$ cat src/rtl/core/psf_pkg.sv
// shared types, constants, program table and helpers of the piezo speaker filter
package psf_pkg;

  localparam int SAMPLE_W = 16;
  localparam int ACC_W    = 24;
  localparam int DIFF_W   = 26;
  localparam int COEF_W   = 17;
  localparam int PROD_W   = DIFF_W + COEF_W;
  localparam int SUM_W    = PROD_W + 1;
  localparam int GAIN_W   = ACC_W + 3;
  localparam int STEP_W   = 4;
  localparam int NSTAGE   = 3;
  localparam int FRAC_SH  = 16;
  localparam int LP_KEEP_SH = 12;

  localparam logic signed [COEF_W-1:0] HP_COEF = 17'sd40960;
  localparam logic signed [COEF_W-1:0] LP_TAKE = 17'sd61439;
  localparam logic signed [SAMPLE_W-1:0] S16_MIN = -16'sd32768;
  localparam logic signed [SAMPLE_W-1:0] S16_MAX = 16'sd32767;

  // micro-operation codes
  localparam logic [2:0] OP_WAIT   = 3'd0;
  localparam logic [2:0] OP_HP_MUL = 3'd1;
  localparam logic [2:0] OP_HP_WB  = 3'd2;
  localparam logic [2:0] OP_GAIN   = 3'd3;
  localparam logic [2:0] OP_LP_MUL = 3'd4;
  localparam logic [2:0] OP_LP_WB  = 3'd5;
  localparam logic [2:0] OP_EMIT   = 3'd6;

  typedef struct packed {
    logic [2:0] op;
    logic [1:0] idx;
    logic       wrap;
  } ctrl_t;

  typedef struct packed {
    logic in_valid;
    logic out_free;
  } status_t;

  function automatic ctrl_t mk(input logic [2:0] op, input logic [1:0] idx, input logic wrap);
    ctrl_t c;
    c.op = op;
    c.idx = idx;
    c.wrap = wrap;
    return c;
  endfunction

  // program: load, three high-pass stages, x4 gain, three low-pass stages, x2 and emit
  function automatic ctrl_t prog_rom(input logic [STEP_W-1:0] step);
    ctrl_t c;
    case (step)
      4'd0:    c = mk(OP_WAIT,   2'd0, 1'b0);
      4'd1:    c = mk(OP_HP_MUL, 2'd0, 1'b0);
      4'd2:    c = mk(OP_HP_WB,  2'd0, 1'b0);
      4'd3:    c = mk(OP_HP_MUL, 2'd1, 1'b0);
      4'd4:    c = mk(OP_HP_WB,  2'd1, 1'b0);
      4'd5:    c = mk(OP_HP_MUL, 2'd2, 1'b0);
      4'd6:    c = mk(OP_HP_WB,  2'd2, 1'b0);
      4'd7:    c = mk(OP_GAIN,   2'd0, 1'b0);
      4'd8:    c = mk(OP_LP_MUL, 2'd0, 1'b0);
      4'd9:    c = mk(OP_LP_WB,  2'd0, 1'b0);
      4'd10:   c = mk(OP_LP_MUL, 2'd1, 1'b0);
      4'd11:   c = mk(OP_LP_WB,  2'd1, 1'b0);
      4'd12:   c = mk(OP_LP_MUL, 2'd2, 1'b0);
      4'd13:   c = mk(OP_LP_WB,  2'd2, 1'b0);
      4'd14:   c = mk(OP_EMIT,   2'd0, 1'b1);
      default: c = mk(OP_WAIT,   2'd0, 1'b1);
    endcase
    return c;
  endfunction

  function automatic logic signed [SAMPLE_W-1:0] sat16(input logic signed [GAIN_W-1:0] v);
    logic signed [SAMPLE_W-1:0] r;
    if (v < S16_MIN) begin
      r = S16_MIN;
    end else if (v > S16_MAX) begin
      r = S16_MAX;
    end else begin
      r = v[SAMPLE_W-1:0];
    end
    return r;
  endfunction

endpackage

$ cat src/rtl/core/psf_seq.sv
// step counter and program table of the piezo speaker filter
module psf_seq
  import psf_pkg::*;
(
  input  logic    clk,
  input  logic    rst,
  input  status_t status,
  output ctrl_t   ctrl
);

  logic [STEP_W-1:0] step;
  logic [STEP_W-1:0] step_next;
  logic              hold;

  assign ctrl = prog_rom(step);

  // the load (wait) step holds until an input word is valid, the emit step until the output register is free
  assign hold = ((ctrl.op == OP_WAIT) && !status.in_valid) ||
                ((ctrl.op == OP_EMIT) && !status.out_free);

  always_comb begin
    if (hold) begin
      step_next = step;
    end else if (ctrl.wrap) begin
      step_next = '0;
    end else begin
      step_next = step + 1'b1;
    end
  end

  always_ff @(posedge clk) begin
    if (rst) begin
      step <= '0;
    end else begin
      step <= step_next;
    end
  end

endmodule

$ cat src/rtl/core/psf_datapath.sv
// shared multiplier, accumulator, filter history and output register
module psf_datapath
  import psf_pkg::*;
(
  input  logic                clk,
  input  logic                rst,
  input  ctrl_t               ctrl,
  output status_t             status,
  input  logic                s_tvalid,
  output logic                s_tready,
  input  logic [SAMPLE_W-1:0] s_tdata,
  output logic                m_tvalid,
  input  logic                m_tready,
  output logic [SAMPLE_W-1:0] m_tdata
);

  logic signed [ACC_W-1:0]    acc;
  logic signed [ACC_W-1:0]    prev;
  logic signed [SAMPLE_W-1:0] hp_prev_input;
  logic signed [ACC_W-1:0]    hp_out [NSTAGE];
  logic signed [SAMPLE_W-1:0] lp_out [NSTAGE];
  logic signed [PROD_W-1:0]   prod;

  logic signed [DIFF_W-1:0]   diff;
  logic signed [DIFF_W-1:0]   mul_a;
  logic signed [COEF_W-1:0]   mul_b;
  logic signed [ACC_W-1:0]    hp_y;
  logic signed [SUM_W-1:0]    lp_sum;
  logic signed [SAMPLE_W-1:0] lp_y;
  logic                       out_free;
  logic                       in_acc;

  assign s_tready = (ctrl.op == OP_WAIT);
  assign in_acc   = s_tvalid && s_tready;
  assign out_free = !m_tvalid || m_tready;
  assign status.in_valid = s_tvalid;
  assign status.out_free = out_free;

  assign diff  = DIFF_W'(acc) + DIFF_W'(hp_out[ctrl.idx]) - DIFF_W'(prev);
  assign mul_a = (ctrl.op == OP_HP_MUL) ? diff : DIFF_W'(acc);
  assign mul_b = (ctrl.op == OP_HP_MUL) ? HP_COEF : LP_TAKE;

  // flooring shifts
  assign hp_y   = ACC_W'(prod >>> FRAC_SH);
  assign lp_sum = SUM_W'(prod) + (SUM_W'(lp_out[ctrl.idx]) <<< LP_KEEP_SH);
  assign lp_y   = SAMPLE_W'(lp_sum >>> FRAC_SH);

  always_ff @(posedge clk) begin
    if (rst) begin
      hp_prev_input <= '0;
      for (int i = 0; i < NSTAGE; i++) begin
        hp_out[i] <= '0;
        lp_out[i] <= '0;
      end
      m_tvalid <= 1'b0;
    end else begin
      case (ctrl.op)
        OP_WAIT: begin
          if (in_acc) begin
            acc           <= ACC_W'($signed(s_tdata));
            prev          <= ACC_W'(hp_prev_input);
            hp_prev_input <= $signed(s_tdata);
          end
        end
        OP_HP_MUL, OP_LP_MUL: begin
          prod <= mul_a * mul_b;
        end
        OP_HP_WB: begin
          prev            <= hp_out[ctrl.idx];
          hp_out[ctrl.idx] <= hp_y;
          acc             <= hp_y;
        end
        OP_GAIN: begin
          acc <= ACC_W'(sat16(GAIN_W'(acc) <<< 2));
        end
        OP_LP_WB: begin
          lp_out[ctrl.idx] <= lp_y;
          acc             <= ACC_W'(lp_y);
        end
        OP_EMIT: begin
          if (out_free) begin
            m_tdata <= sat16(GAIN_W'(acc) <<< 1);
          end
        end
        default: begin
        end
      endcase
      if ((ctrl.op == OP_EMIT) && out_free) begin
        m_tvalid <= 1'b1;
      end else if (m_tready) begin
        m_tvalid <= 1'b0;
      end
    end
  end

endmodule

$ cat src/rtl/core/piezo_speaker_filter.sv
// top level of the piezo speaker filter
//
// one signed 16-bit sample word in on the s_ channel, one filtered signed
// 16-bit sample word out on the m_ channel, both with a tvalid/tready
// handshake
// the sample passes three first-order high-pass stages, a x4 gain with
// saturation, three first-order low-pass stages and a x2 gain with
// saturation
// a small program in a table steps one shared multiplier through the
// filter: load, two steps per stage (multiply, shift and write back), one
// gain step, one emit step
// a new input word is taken only after the program has run all its steps for
// the last one: the six multiplies and their write-backs on the single
// multiplier plus the load, gain and emit steps
// s_tready is high only while the program waits at its load step
// a stalled receiver holds the result in the output register; the next input
// word is still taken and worked, and the program waits at its emit step
// until the output register is free
// reset clears the step counter, the filter history and the output valid
module piezo_speaker_filter
  import psf_pkg::*;
(
  input  logic                clk,
  input  logic                rst,
  input  logic                s_tvalid,
  output logic                s_tready,
  input  logic [SAMPLE_W-1:0] s_tdata,   // [15:0] sample_in
  output logic                m_tvalid,
  input  logic                m_tready,
  output logic [SAMPLE_W-1:0] m_tdata    // [15:0] sample_out
);

  ctrl_t   ctrl;
  status_t status;

  // program sequencer
  psf_seq u_seq (
    .clk    (clk),
    .rst    (rst),
    .status (status),
    .ctrl   (ctrl)
  );

  // datapath driven by the current control word
  psf_datapath u_dp (
    .clk      (clk),
    .rst      (rst),
    .ctrl     (ctrl),
    .status   (status),
    .s_tvalid (s_tvalid),
    .s_tready (s_tready),
    .s_tdata  (s_tdata),
    .m_tvalid (m_tvalid),
    .m_tready (m_tready),
    .m_tdata  (m_tdata)
  );

endmodule

$ cat config.mk
export PLATFORM = sky130hd
export DESIGN_NAME = piezo_speaker_filter
export DESIGN_NICKNAME = d
export VERILOG_FILES = /design/src/rtl/core/psf_pkg.sv /design/src/rtl/core/psf_seq.sv /design/src/rtl/core/psf_datapath.sv /design/src/rtl/core/piezo_speaker_filter.sv
export SDC_FILE = /design/constraint.sdc
export NUM_CORES = 1
export LEC_CHECK = 0
export BUFFER_PORTS_ARGS = -buffer_cell sky130_fd_sc_hd__buf_2
export CAP_MARGIN = 25
export CORE_UTILIZATION = 60
export CTS_BUF_LIST = sky130_fd_sc_hd__clkbuf_4
export CTS_CLUSTER_SIZE = 40
export DETAILED_ROUTE_END_ITERATION = 10
export GPL_TIMING_DRIVEN = 0
export HOLD_SLACK_MARGIN = 0.06
export PLACE_DENSITY = 0.84
export SLEW_MARGIN = 5
export SYNTH_ARGS = -nofsm -noshare
export SYNTH_HDL_FRONTEND = slang
export SYNTH_SLANG_ARGS = --single-unit
export TNS_END_PERCENT = 50
$ cat constraint.sdc
create_clock -name clk -period 25.4 [get_ports clk]
set_input_delay 3.81 -clock clk [delete_from_list [all_inputs] [get_ports clk]]
set_output_delay 3.81 -clock clk [all_outputs]
set_load 0.02 [all_outputs]
==> impl_results.md <==
- Final Hold Fails: 0
- Net Count, Synth: between 2000 and 3000
- Gp weighted congestion: roughly 0.98
- Port Buffers: 37
- R2R Path End: u_dp.prod[35]
- Most common cell after layout, fill and taps aside: inv_1
- Worst-path cell with the longest stage delay: clkbuf_1
- Critical-path maximum fanout: 10
- Avg Vias per Cell: between 5 and 6
- Initial antenna violation count: 1
- Crit path kind: reg2reg
- DRC viols: 0
- Netlist cell types: between 50 and 60
- Layout fillers: approximately 2800
- Min-Delay Path Depth: 2
- Crit-path most repeated cell: fa_1
- Layout cell share with drive strength beyond 1: about a tenth
- Antenna viol nets, final: 0
- P&R area growth vs syn: 7.605%
- Final WS setup: roughly 15000 ps
- Worst-margin pin slew: ~1100 ps
- Cells after DPL: about 2600
- Hold Buf Count CTS: 0
- IO Pins: 38
- Yosys reg bits: roughly 280
- Total CTS buffers: a little under 70
- Footprint of the multi-input gates: between 0.01 and 0.015 mm2
- HP Class: reg2reg
- Drt first pass iters: 7
- Crit start category: flop
- Post-synth EDFFs: approximately 250
- Worst R2R Start: u_seq.ctrl[2]
- Die span in y: approximately 200 um
- Mapped cell area: around 0.023 mm2
- Required time of the critical path: about 26000 ps
- Max incr delay on CP: 860 ps
- Nets: around 2600
- Clk slew on worst S/H paths: around 90 ps
- First-pass GRT wire length: just over 90000 um
- Clock sink count: 279
- Die Area: a little under 0.04 mm2
- Post-synthesis sequential area ratio: 34.75%
- Total grt overflow: 0
- Post-layout minimum cycle time: around 11000 ps
- CTS resizes: 0
- # H-tree levels: 3
- Synth Area per Inst: around 11 um2
- Worst hold slack: 461.9 ps
- Vias in the first global route: between 15000 and 20000
- Most frequent cells in the layout: inv_1, fa_1, edfxtp_1
- CTS tree: yes
- Yosys warning count: 0
- Setup_tns: 0 ps
- Row count: 71
- Vias: about 16000
- Crit share post-route: between 40% and 50%
- Post-DP HPWL: approximately 47000 um
- Crit path DAT: around 11000 ps
- Dpl ws: 14970 ps
- WL/cell: about 22 um
- Post-CTS Setup Bufs: 0
- RSZ-0062 raised after global routing: false
- Total track usage: between 30% and 40%
- CP startpoint: u_seq.ctrl[2]
- Cells on worst reg2reg path: 30
- Ys async rst share: 0%
- Synth Flop Type: edfxtp_1
- MaxCap Viol Count: 0
- Fin. max-slew vios: 0
- WHS Endpoint: u_dp.hp_prev_input[0]
- Largest net degree at the start of global routing: 25
- Rel. slew slack: 27.88%
- Initial core utilization: between 60% and 70%
- Wirelength, routed: a little under 60000 um
- Max Buffers Root-to-Sink: 3
- Critical hold path startpoint: u_dp.hp_prev_input[0]
- Worst-skew pair later-pin latency: about 730 ps
- Width of the die: about 200 um
- Clock skew: 56.85 ps
- CP endpoint kind: flop
- Flop2flop setup slack: between 10000 and 15000 ps
- Mapped Cells: 2033
- Max frequency: 94.30 MHz
- Core Region: 0.03793 mm2
- Reg area: 0.008108 mm2
- Non-filler instance count after layout: around 2700
- Root buf cell: clkbuf_4
- First DRT Iteration DRCs: about 1800
- Status: completed
- Final setup violation count: 0
[cell usage after synthesis (17+ instances only)]
cell      number  area, um2
dfxtp_1       27      540.5
nand2_1      123      461.7
clkbuf_1      54      202.7
and2_1        83      519.3
o21ai_0       66      330.3
a21oi_1       65      325.3
inv_1        412       1546
ha_1         179       2240
a21o_1        50      375.4
xnor2_1       43      376.6
nand3_1       17      85.08
mux4_2        40      900.9
nor2b_1       20      125.1
edfxtp_1     252       7567
nor2_1       111      416.7
fa_1         290       5806
xor2_1        20      175.2
[area by class of cell]
type | instances | area share, %
Tap cell | 511 | 2.547
Buffer | 58 | 0.8972
Timing Repair Buffer | 46 | 1.102
Sequential cell | 279 | 32.30
Antenna cell | 3 | 0.02991
Multi-Input combinational cell | 1284 | 53.75
Clock buffer | 98 | 2.931
Clock inverter | 17 | 0.2841
Inverter | 412 | 6.161
[metal layers]
metal  global-route usage [%]  part of all wire, %
met1                    39.21                   37
met2                    51.98                   49
met3                    7.055                  9.2
met4                    12.14                  4.2
met5                        0                    0
[critical path: cells and delay by family (launching register included)]
family	cells	cell delay, ps
compound gates	10	2880
buf+inv	4	1400
flops	1	460
fa+ha+maj	9	3990
simple gates	4	950
xor+xnor	2	180
mux	1	470
[worst max-delay path by stage]
stage	slack, ps	to
after floorplan	16530	u_dp.prod[35]
after global placement	15100	u_dp.prod[35]
after detailed placement	14970	u_dp.prod[35]
after CTS	14890	u_dp.prod[35]
after global routing	14320	u_dp.prod[38]
final	14800	u_dp.prod[35]
[registers in the layout (all words and copies together), names as in the netlist]
name                count
u_dp.hp_prev_input     16
u_dp.lp_out            64
u_dp.prev              24
u_dp.m_tdata           16
u_dp.m_tvalid           1
u_dp.prod              28
u_dp.acc               24
u_dp.hp_out            96
u_seq.ctrl              6
u_seq.step              4
[kinds of logic after synthesis]
logic type,share of synthesized area (%)
adder cells (fa/ha/maj),34.49
AO/OA/AOI/OAI,7.777
XOR/XNOR,2.365
AND/OR/NAND/NOR,8.984
buffers and inverters,7.594
flip-flops,34.75
multiplexers,4.039
[per-stage QoR]
stage          util, %  area, um2
5_1_grt          66.17      25100
4_1_cts          66.10      25070
2_1_floorplan        -      23330
3_5_place_dp     63.97      24270
6_report         66.18      25100
3_3_place_gp     63.67      24150
Power is left out: the tool's default activity adds up to more than one toggle a clock period on the data nets, which glitch-free logic cannot reach.
